==> src/hw/rtl/spq_pkg.sv <==
// ----------------------------------------------------------------------------
// Sorted priority queue package
// Shared types and codes for the sorted minimum priority queue.
// ----------------------------------------------------------------------------
package spq_pkg;

  localparam int VALUE_W = 32;
  localparam int OCC_W   = 5;

  localparam logic REQ_INSERT = 1'b0;
  localparam logic REQ_REMOVE = 1'b1;

  typedef enum logic [1:0] {
    STATUS_OK    = 2'd0,
    STATUS_FULL  = 2'd1,
    STATUS_EMPTY = 2'd2
  } spq_status_t;

  // Operation broadcast to every cell in a cycle.
  typedef struct packed {
    logic                      ins;
    logic                      rem;
    logic signed [VALUE_W-1:0] key;
  } spq_op_t;

  // What a cell shows its right-hand neighbor.
  typedef struct packed {
    logic                      le;
    logic                      gt;
    logic signed [VALUE_W-1:0] value;
  } spq_link_t;

endpackage

==> src/hw/rtl/spq_req_if.sv <==
// ----------------------------------------------------------------------------
// Request channel
// Valid/ready channel carrying insert and remove requests.
// ----------------------------------------------------------------------------
interface spq_req_if;
  logic                                valid;
  logic                                ready;
  logic                                req_type;
  logic signed [spq_pkg::VALUE_W-1:0]  value_in;

  modport source (output valid, output req_type, output value_in, input ready);
  modport sink   (input valid, input req_type, input value_in, output ready);
endinterface

==> src/hw/rtl/spq_rsp_if.sv <==
// ----------------------------------------------------------------------------
// Response channel
// Valid/ready channel carrying one result beat per request.
// ----------------------------------------------------------------------------
interface spq_rsp_if;
  logic                                valid;
  logic                                ready;
  logic signed [spq_pkg::VALUE_W-1:0]  value_out;
  logic [1:0]                          status;
  logic [spq_pkg::OCC_W-1:0]           occupancy;

  modport source (output valid, output value_out, output status, output occupancy,
                  input ready);
  modport sink   (input valid, input value_out, input status, input occupancy,
                  output ready);
endinterface

==> src/hw/rtl/spq_cell.sv <==
// ----------------------------------------------------------------------------
// Queue cell
// Holds one entry, compares it with the key and shifts with its neighbors.
// ----------------------------------------------------------------------------
module spq_cell (
  input  logic                                clk,
  input  logic                                valid,
  input  spq_pkg::spq_op_t                    op,
  input  spq_pkg::spq_link_t                  left,
  input  logic signed [spq_pkg::VALUE_W-1:0]  right_value,
  output spq_pkg::spq_link_t                  link
);
  import spq_pkg::*;

  logic signed [VALUE_W-1:0] value;
  logic                      gt;
  logic                      le;

  assign gt = valid && (value > op.key);
  assign le = valid && !gt;

  assign link.le    = le;
  assign link.gt    = gt;
  assign link.value = value;

  // An insert lands after every entry less than or equal to the key.
  always_ff @(posedge clk) begin
    if (op.ins) begin
      if (left.gt) begin
        value <= left.value;
      end else if (!le && left.le) begin
        value <= op.key;
      end
    end else if (op.rem) begin
      value <= right_value;
    end
  end

endmodule

==> src/hw/rtl/sorted_min_priority_queue_top.sv <==
// ----------------------------------------------------------------------------
// Sorted minimum priority queue
// Row of cells kept in ascending order; head of the list is cell 0.
//
//   Channel  Dir  Payload                          Beat
//   req      in   req_type, value_in               one request
//   rsp      out  value_out, status, occupancy     one result per request
//
// While the output register can take a result, one request is taken per
// cycle; every cell compares with the key at once and shifts with its
// neighbors in the same cycle; the result is held in the output register.
// A new request is taken while that register is empty or being drained.
// Reset clears the entry count and the output valid; entries need no reset.
// ----------------------------------------------------------------------------
module sorted_min_priority_queue_top #(
  parameter int DEPTH = 16
) (
  input  logic     clk,
  input  logic     rst,
  spq_req_if.sink  req,
  spq_rsp_if.source rsp
);
  import spq_pkg::*;

  localparam int CW = $clog2(DEPTH + 1);

  logic [CW-1:0]             count;
  logic [CW-1:0]             count_next;
  logic                      accept;
  logic                      full;
  logic                      empty;
  logic                      is_insert;
  spq_op_t                   op;
  spq_link_t                 links [DEPTH+1];
  logic [CW+OCC_W-1:0]       occ_wide;

  logic                      rsp_valid;
  logic signed [VALUE_W-1:0] value_out;
  spq_status_t               status;
  logic [OCC_W-1:0]          occupancy;

  assign full      = (count == CW'(DEPTH));
  assign empty     = (count == '0);
  assign req.ready = !rsp_valid || rsp.ready;
  assign accept    = req.valid && req.ready;
  assign is_insert = (req.req_type == REQ_INSERT);

  assign op.ins = accept && is_insert && !full;
  assign op.rem = accept && !is_insert && !empty;
  assign op.key = req.value_in;

  assign links[0] = '{le: 1'b1, gt: 1'b0, value: '0};

  for (genvar i = 0; i < DEPTH; i++) begin : g_cell
    logic signed [VALUE_W-1:0] right_value;
    if (i == DEPTH - 1) begin : g_last
      assign right_value = links[i+1].value;
    end else begin : g_mid
      assign right_value = links[i+2].value;
    end
    spq_cell u_cell (
      .clk         (clk),
      .valid       (CW'(i) < count),
      .op          (op),
      .left        (links[i]),
      .right_value (right_value),
      .link        (links[i+1])
    );
  end

  always_comb begin
    count_next = count;
    if (op.ins) begin
      count_next = count + 1'b1;
    end else if (op.rem) begin
      count_next = count - 1'b1;
    end
  end

  assign occ_wide = {{OCC_W{1'b0}}, count_next};

  always_ff @(posedge clk) begin
    if (rst) begin
      count     <= '0;
      rsp_valid <= 1'b0;
    end else begin
      count <= count_next;
      if (accept) begin
        rsp_valid <= 1'b1;
      end else if (rsp.ready) begin
        rsp_valid <= 1'b0;
      end
    end
  end

  always_ff @(posedge clk) begin
    if (accept) begin
      occupancy <= occ_wide[OCC_W-1:0];
      value_out <= '0;
      status    <= STATUS_OK;
      if (is_insert) begin
        if (full) begin
          status <= STATUS_FULL;
        end
      end else begin
        if (empty) begin
          status <= STATUS_EMPTY;
        end else begin
          value_out <= links[1].value;
        end
      end
    end
  end

  assign rsp.valid     = rsp_valid;
  assign rsp.value_out = value_out;
  assign rsp.status    = status;
  assign rsp.occupancy = occupancy;

endmodule

==> src/flat_wrapper.sv <==
// flat-port wrapper written by rule: the top's interface ports become plain ports
module sorted_min_priority_queue_top_flat import spq_pkg::*;
#(
  parameter int DEPTH = 16
)
  (clk, rst, req_valid, req_req_type, req_value_in, req_ready, rsp_valid, rsp_value_out, rsp_status, rsp_occupancy, rsp_ready);
  spq_req_if req_i ();
  spq_rsp_if rsp_i ();
  input  logic clk;
  input  logic rst;
  input wire logic [$bits(req_i.valid)-1:0] req_valid;
  input wire logic [$bits(req_i.req_type)-1:0] req_req_type;
  input wire logic [$bits(req_i.value_in)-1:0] req_value_in;
  output wire logic [$bits(req_i.ready)-1:0] req_ready;
  output wire logic [$bits(rsp_i.valid)-1:0] rsp_valid;
  output wire logic [$bits(rsp_i.value_out)-1:0] rsp_value_out;
  output wire logic [$bits(rsp_i.status)-1:0] rsp_status;
  output wire logic [$bits(rsp_i.occupancy)-1:0] rsp_occupancy;
  input wire logic [$bits(rsp_i.ready)-1:0] rsp_ready;
  assign req_i.valid = req_valid;
  assign req_i.req_type = req_req_type;
  assign req_i.value_in = req_value_in;
  assign req_ready = req_i.ready;
  assign rsp_valid = rsp_i.valid;
  assign rsp_value_out = rsp_i.value_out;
  assign rsp_status = rsp_i.status;
  assign rsp_occupancy = rsp_i.occupancy;
  assign rsp_i.ready = rsp_ready;
  sorted_min_priority_queue_top #(.DEPTH(DEPTH)) u_core (.clk(clk), .rst(rst), .req(req_i), .rsp(rsp_i));
endmodule
==> config.mk <==
export PLATFORM = sky130hd
export DESIGN_NAME = sorted_min_priority_queue_top_flat
export DESIGN_NICKNAME = d
export VERILOG_FILES = /design/src/hw/rtl/spq_pkg.sv /design/src/hw/rtl/spq_req_if.sv /design/src/hw/rtl/spq_rsp_if.sv /design/src/hw/rtl/spq_cell.sv /design/src/hw/rtl/sorted_min_priority_queue_top.sv /design/src/flat_wrapper.sv
export SDC_FILE = /design/constraint.sdc
export NUM_CORES = 2
export LEC_CHECK = 0
export BUFFER_PORTS_ARGS = -buffer_cell sky130_fd_sc_hd__buf_2
export CAP_MARGIN = 20
export CORE_AREA = 2 2 248 250
export CTS_CLUSTER_DIAMETER = 150
export CTS_CLUSTER_SIZE = 24
export DETAILED_ROUTE_END_ITERATION = 12
export DIE_AREA = 0 0 250 252
export PLACE_DENSITY_LB_ADDON = 0.2
export SLEW_MARGIN = 20
export SYNTH_ARGS = -nofsm -noshare
export SYNTH_HDL_FRONTEND = slang
export SYNTH_SLANG_ARGS = --single-unit
==> constraint.sdc <==
create_clock -name clk -period 7 [get_ports clk]
set_clock_uncertainty 0.2 [all_clocks]
set_input_delay 1.05 -clock clk [delete_from_list [all_inputs] [get_ports clk]]
set_output_delay 1.05 -clock clk [all_outputs]
set_load 0.01 [all_outputs]
After elaboration in Yosys (flattened, before gate mapping)

Index checks and enable logic that the tools add are counted.

Add/subtract/negate cells: 2
$lt $le $gt $ge: 32
Equal/unequal tests: 16
Mux-type cells: 68
Bitwise operators: 1
Reductions and logical operators: 108

Operators with widths:

| cell                | count |
|---|---|
| $mux 32             | 61 |
| $gt 32x32->1        | 16 |
| $logic_and 1x1->1   | 52 |
| $lt 4x5->1 const A  | 8 |
| $ne 3x3->1 const B  | 13 |
| $logic_not 1->1     | 34 |
| $reduce_and 2->1    | 16 |
| $lt 3x5->1 const A  | 4 |
| $lt 1x5->1 const A  | 2 |
| $lt 2x5->1 const A  | 2 |
| $mux 5              | 2 |
| $reduce_bool 2->1   | 3 |
| $add 5x1->5 const B | 1 |
| $eq 5x5->1 const B  | 1 |
| $logic_not 5->1     | 1 |
| $sub 5x1->5 const B | 1 |
| $mux 2              | 2 |
| $mux 1              | 3 |
| $ne 3x2->1 const B  | 1 |
| $ne 2x2->1 const B  | 1 |
| $reduce_or 2->1     | 1 |
| $logic_or 1x1->1    | 1 |
| $not 1->1           | 1 |

Register bits: 557
Output and inout port bits: 41
Word-level logic and storage cells: 248

Longest topological paths before layout

Word-level depth: 9
Depth in mapped cells: 12

Cells and area by module

Synthesis repeated with hierarchy kept, for this count alone.

Cell total of the unflattened synthesis: 4413
Area, all modules: 42288.1 µm²

Modules (own cells, without submodules):

| module                        | instances | cells an instance | area each (µm²) | seq. area each (µm²) |
|---|---|---|---|---|
| spq_cell                      | 16        | 265               | 2508.7          | 960.9 |
| sorted_min_priority_queue_top | 1         | 173               | 2149.6          | 1291.2 |

Worst setup path before layout

Ideal clock, no wire load.

Kind: input-to-reg
From: in req_value_in[14]
To: reg u_core.g_cell[1].u_cell.value[0], enable pin
Arrival: 5.495 ns
Setup slack: 0.835 ns
Cell stages on the path: 10
Path buffers: 0
Cell sequence: inv_1 > ha_1 > a21oi_1 > nand2_1 > a221o_1 > o31a_1 > nor4_2 > mux2i_1 > o221ai_1 > a21boi_0

Word-level cells in the longest chain between the ends: 8
Elaborated cells between the ends (all ways): 12
Classes of those cells: order compare: 2; eq/ne: 1; reduce/logical: 9

RTL lines:

| element                             | RTL line           | RTL |
|---|---|---|
| start: declaration                  | flat_wrapper.sv:13 | `input wire logic [$bits(req_i.value_in)-1:0] req_value_in;` |
| $gt 32x32->1                        | spq_cell.sv:19     | `assign gt = valid && (value > op.key);` |
| $logic_and 1x1->1                   | spq_cell.sv:19     |  |
| $logic_not 1->1                     | spq_cell.sv:20     | `assign le = valid && !gt;` |
| $logic_and 1x1->1                   | spq_cell.sv:20     |  |
| $logic_not 1->1                     | spq_cell.sv:31     | `end else if (!le && left.le) begin` |
| $logic_and 1x1->1                   | spq_cell.sv:31     |  |
| $ne 3x2->1 (no source line) *       | n/a                |  |
| $reduce_and 2->1 (no source line) * | n/a                |  |
| end signal: assignment              | spq_cell.sv:30     | `value <= left.value;` |
| end signal: assignment              | spq_cell.sv:32     | `value <= op.key;` |
| end signal: assignment              | spq_cell.sv:35     | `value <= right_value;` |
| end: declaration                    | spq_cell.sv:15     | `logic signed [VALUE_W-1:0] value;` |

Mark *: on every way between the ends. The rest lies on a longest branch, timed or not.
A chain may end at the register's enable or synchronous reset.

Final worst setup path

From: in req_value_in[27]
To: reg u_core.g_cell[4].u_cell.value[6], enable pin

Word-level cells in the longest chain between the ends: 8
Elaborated cells between the ends (all ways): 12
Classes of those cells: order compare: 2; eq/ne: 1; reduce/logical: 9

RTL lines:

| element                             | RTL line |
|---|---|
| $gt 32x32->1                        | spq_cell.sv:19 |
| $logic_and 1x1->1                   | spq_cell.sv:19 |
| $logic_not 1->1                     | spq_cell.sv:20 |
| $logic_and 1x1->1                   | spq_cell.sv:20 |
| $logic_not 1->1                     | spq_cell.sv:31 |
| $logic_and 1x1->1                   | spq_cell.sv:31 |
| $ne 3x3->1 (no source line) *       | n/a |
| $reduce_and 2->1 (no source line) * | n/a |
| end signal: assignment              | spq_cell.sv:30 |
| end signal: assignment              | spq_cell.sv:32 |
| end signal: assignment              | spq_cell.sv:35 |
| end: declaration                    | spq_cell.sv:15 |

Marked as above.

==> summary.md <==
| Metric | Value |
|---|---|
| Outcome | `complete, no violations` |
| Number of design-rule violations left by the first detailed-router iteration | `3374` |
| Avg Vias per Cell | `6.95` |
| Pin count of the biggest net entering global routing | `220` |
| Capturing instance or port of the critical path | `u_core.g_cell[4].u_cell.value[6]` |
| Total leakage power | `16.1 nW` |
| Clk slew on worst S/H paths | `0.10 ns` |
| Maximum fanout encountered on the critical timing path | `20` |
| Dpl cell area | `39500 sq um` |
| Number of hold buffers added after cts | `0` |
| Slack of the critical path | `2.12 ns` |
| Final design area excluding fillers | `40400 sq um` |
| Antenna violations before repair | `0` |
| Synth Flop Type | `sky130_fd_sc_hd__edfxtp_1` |
| I/O pin cnt | `~80` |
| Area of the placeable core | `60100 sq um` |
| Cell at the root of the clock tree | `sky130_fd_sc_hd__clkbuf_16` |
| Syn-to-layout area delta | `5.13%` |
| Cell-by-cell listing of the critical path | `buf_2, inv_1, ha_1, nand4_1, nor4_1, nand2_1, a31oi_1, and4bb_4, or3_2, a41oi_4, buf_16` |
| Number of nets in the finished design | `4285` |
| Number of setup buffers added after CTS | `0` |
| Worst Setup SP | `req_value_in[27]` |
| Hold/Removal Path Class | `register to register` |
| CP Data Arrival Time | `5.02 ns` |
| Global Route Usage Sum | `33.7%` |
| Inserted Clock Buffers | `27` |
| Wire length of the first global-routing pass | `~170000 um` |
| Routability cong. | `0.967` |
| Via count of the first global-routing pass | `30488` |
| Total negative slack for setup checks | `0 ns` |
| Depth of the worst register-to-register path | `10` |
| Maximum level of the CTS H-tree | `1` |
| Post-detailed-routing wire length | `108000 um` |
| VDD IR-drop max | `188 uV` |
| Remaining number of nets flagged by the antenna check after routing | `0` |
| Power Dens Cells | `199 nW/um^2` |
| Maximum Capacitance Violations | `0` |
| Maximum count of clock buffers along a single path | `3` |
| Synth Register Bits | `between 500 and 600` |
| Net count after synthesis | `4359` |
| Row count | `90` |
| EDFF count, synth | `551` |
| Minimum setup slack among reg-to-reg paths | `about 2.7 ns` |
| Aggregate global routing overflow | `0` |
| Max Fclk | `between 200 and 250 MHz` |
| Max-slew violations | `0` |
| Utilization after layout | `between 60 and 70%` |
| Average instance area after synthesis | `just over 10 sq um` |
| Diode insertion count for antenna repair | `0` |
| Setup repair after global routing missed its margin | `false` |
| Number of hold-slack violations in the final timing report | `0` |
| Y dimension of the die | `252 um` |
| Summed instance area of the synthesized netlist | `roughly 38000 sq um` |
| Total of endpoints with negative setup slack in the final report | `0` |
| Fraction of the cycle the final worst path needs | `69.7%` |
| Ratio of cells with drive above 1 in the final layout | `6.57%` |
| Yosys warns | `0` |
| WP data required | `7.14 ns` |
| Post-synthesis cell type count | `75` |
| Latest clock arrival within the worst-skew pair | `around 0.64 ns` |
| Final routed wire length divided by cell count | `~24 um` |
| Starting density of the core | `63.9%` |
| Estimated wirelength of the detail-placed design | `between 70000 and 80000 um` |
| Horizontal die dimension | `250 um` |
| Total number of clock tree sinks | `557` |
| Die footprint | `approximately 63000 sq um` |
| RR Endpoint | `u_core.g_cell[1].u_cell.value[0]` |
| Critical path's slowest cell | `sky130_fd_sc_hd__a41oi_4` |
| Sequential share of the synthesized area | `43.4%` |
| Clock tree from TritonCTS | `built` |
| Critical Path Start Type | `input port` |
| Async set-or-reset flop fraction in the synthesized netlist | `0%` |
| Crit end category | `register` |
| Tot Pwr | `~0.0080 W` |
| Setup Slack @ Placement | `1.27 ns` |
| Slew at the pin closest to its max-slew limit | `1.08 ns` |
| Post-Synthesis Cells | `~3800` |
| Max-slew headroom | `27.7%` |
| Resize count post-CTS | `0` |
| Number of input and output port buffers inserted | `just under 80` |
| Min cycle time layout | `4.88 ns` |
| Pre-antenna DRT Iters | `7` |
| Routed via count | `approximately 31000` |
| DRC violation count after routing | `0` |
| Type of the worst setup path | `input port to register` |
| CP max stage delay | `0.61 ns` |
| Reg2reg start | `u_core.g_cell[1].u_cell.value[31]` |
## cell type report
cell class | instances | area, sq um
multi-input cells | 2934 | 20700
flip-flops and latches | 557 | 16700
clock buffers | 37 | 713
fillers | 4802 | 19800
well taps | 782 | 978
repair buffers | 138 | 1000
clock inverters | 2 | 28.8
inverters | 75 | 282
## cells in the mapped netlist, drive strengths merged, types with 9 or more instances
library cell	instances	area share, %
buf	58	0.94
o22ai	37	0.60
nand3	414	5.4
a21o	133	2.6
or2	13	0.21
nor2b	29	0.47
nor3	15	0.20
nor4	25	0.54
and2	40	0.65
inv	75	0.73
ha	515	17
a21oi	167	2.2
o31ai	10	0.20
nand2	640	6.3
and4	9	0.21
clkbuf	183	1.8
a221oi	9	0.21
edfxtp	551	43
a211oi	12	0.23
nor2	48	0.47
o211ai	386	7.9
nand4	106	1.7
nand2b	12	0.20
o221ai	14	0.32
mux2i	68	1.8
or3	16	0.26
a31oi	10	0.16
o21ai	118	1.5
o21a	13	0.25
## where the power goes
part	internal (W)	switching, W
Clock	0.000724	0.00114
Combinational	0.000668	0.00122
Sequential	0.00405	0.000235
Total	0.00544	0.00260
## worst max-delay path, delay by kind of cell
kind / cells / cell delay [ns]
simple gates: 5 / 1.78
compound gates: 2 / 0.93
buf+inv: 3 / 0.92
fa+ha+maj: 1 / 0.30
## layout by cell type (no fill, tap or decap), types with 37 or more instances in the layout
cell,netlist,final
sky130_fd_sc_hd__and2_1,39,39
sky130_fd_sc_hd__inv_1,75,74
sky130_fd_sc_hd__nand2_1,640,640
sky130_fd_sc_hd__a21o_1,133,133
sky130_fd_sc_hd__buf_2,23,77
sky130_fd_sc_hd__nand4_1,106,106
sky130_fd_sc_hd__buf_4,4,52
sky130_fd_sc_hd__ha_1,515,515
sky130_fd_sc_hd__o211ai_1,357,357
sky130_fd_sc_hd__o22ai_1,37,37
sky130_fd_sc_hd__o21ai_0,89,89
sky130_fd_sc_hd__mux2i_1,68,65
sky130_fd_sc_hd__nor2_1,48,47
sky130_fd_sc_hd__a21oi_1,166,162
sky130_fd_sc_hd__edfxtp_1,551,551
sky130_fd_sc_hd__nand3_1,414,414
## worst min-delay path by stage
stage                                       from                                end  slack [ns]  depth (start not counted)
5_1_grt                         u_core.rsp.valid                   u_core.rsp.valid        0.37                          2
2_1_floorplan  u_core.g_cell[15].u_cell.value[1]  u_core.g_cell[14].u_cell.value[1]        0.33                          2
4_1_cts                         u_core.rsp.valid                   u_core.rsp.valid        0.35                          2
3_5_place_dp                    u_core.rsp.valid                   u_core.rsp.valid        0.33                          2
6_report                        u_core.rsp.valid                   u_core.rsp.valid        0.34                          2
3_3_place_gp                    u_core.rsp.valid                   u_core.rsp.valid        0.30                          2
## per-layer routing
layer / global-route usage [%] / vias up / routed length (um)
li1: - / 14521 / -
met1: 46.5 / 15392 / 45200
met2: 56.6 / 1336 / 52300
met3: 3.66 / 205 / 7640
met4: 9.46 / 0 / 2890
met5: 0 / - / 0
## metrics by stage
stage	hold WS, ns	cells
finish	0.339	4525
global route	0.371	4525
CTS	0.346	4519
detailed placement	0.331	4480
global placement	0.305	4480
floorplan	0.326	3807
## flip-flops by register name, summed over array words and instances (netlist names)
register / count
u_core.g_cell.u_cell.value: 512
u_core.rsp.value_out: 32
u_core.count: 5
u_core.rsp.occupancy: 5
u_core.rsp.status: 2
u_core.rsp.valid: 1
## kinds of logic after synthesis
| group | synth area share (%) |
|---|---|
| simple gates | 17.0 |
| compound gates | 17.4 |
| xor+xnor | 0.0912 |
| flops | 43.4 |
| buf+inv | 3.46 |
| fa+ha+maj | 16.8 |
| mux | 1.83 |
(Power assumes the default switching activity.)
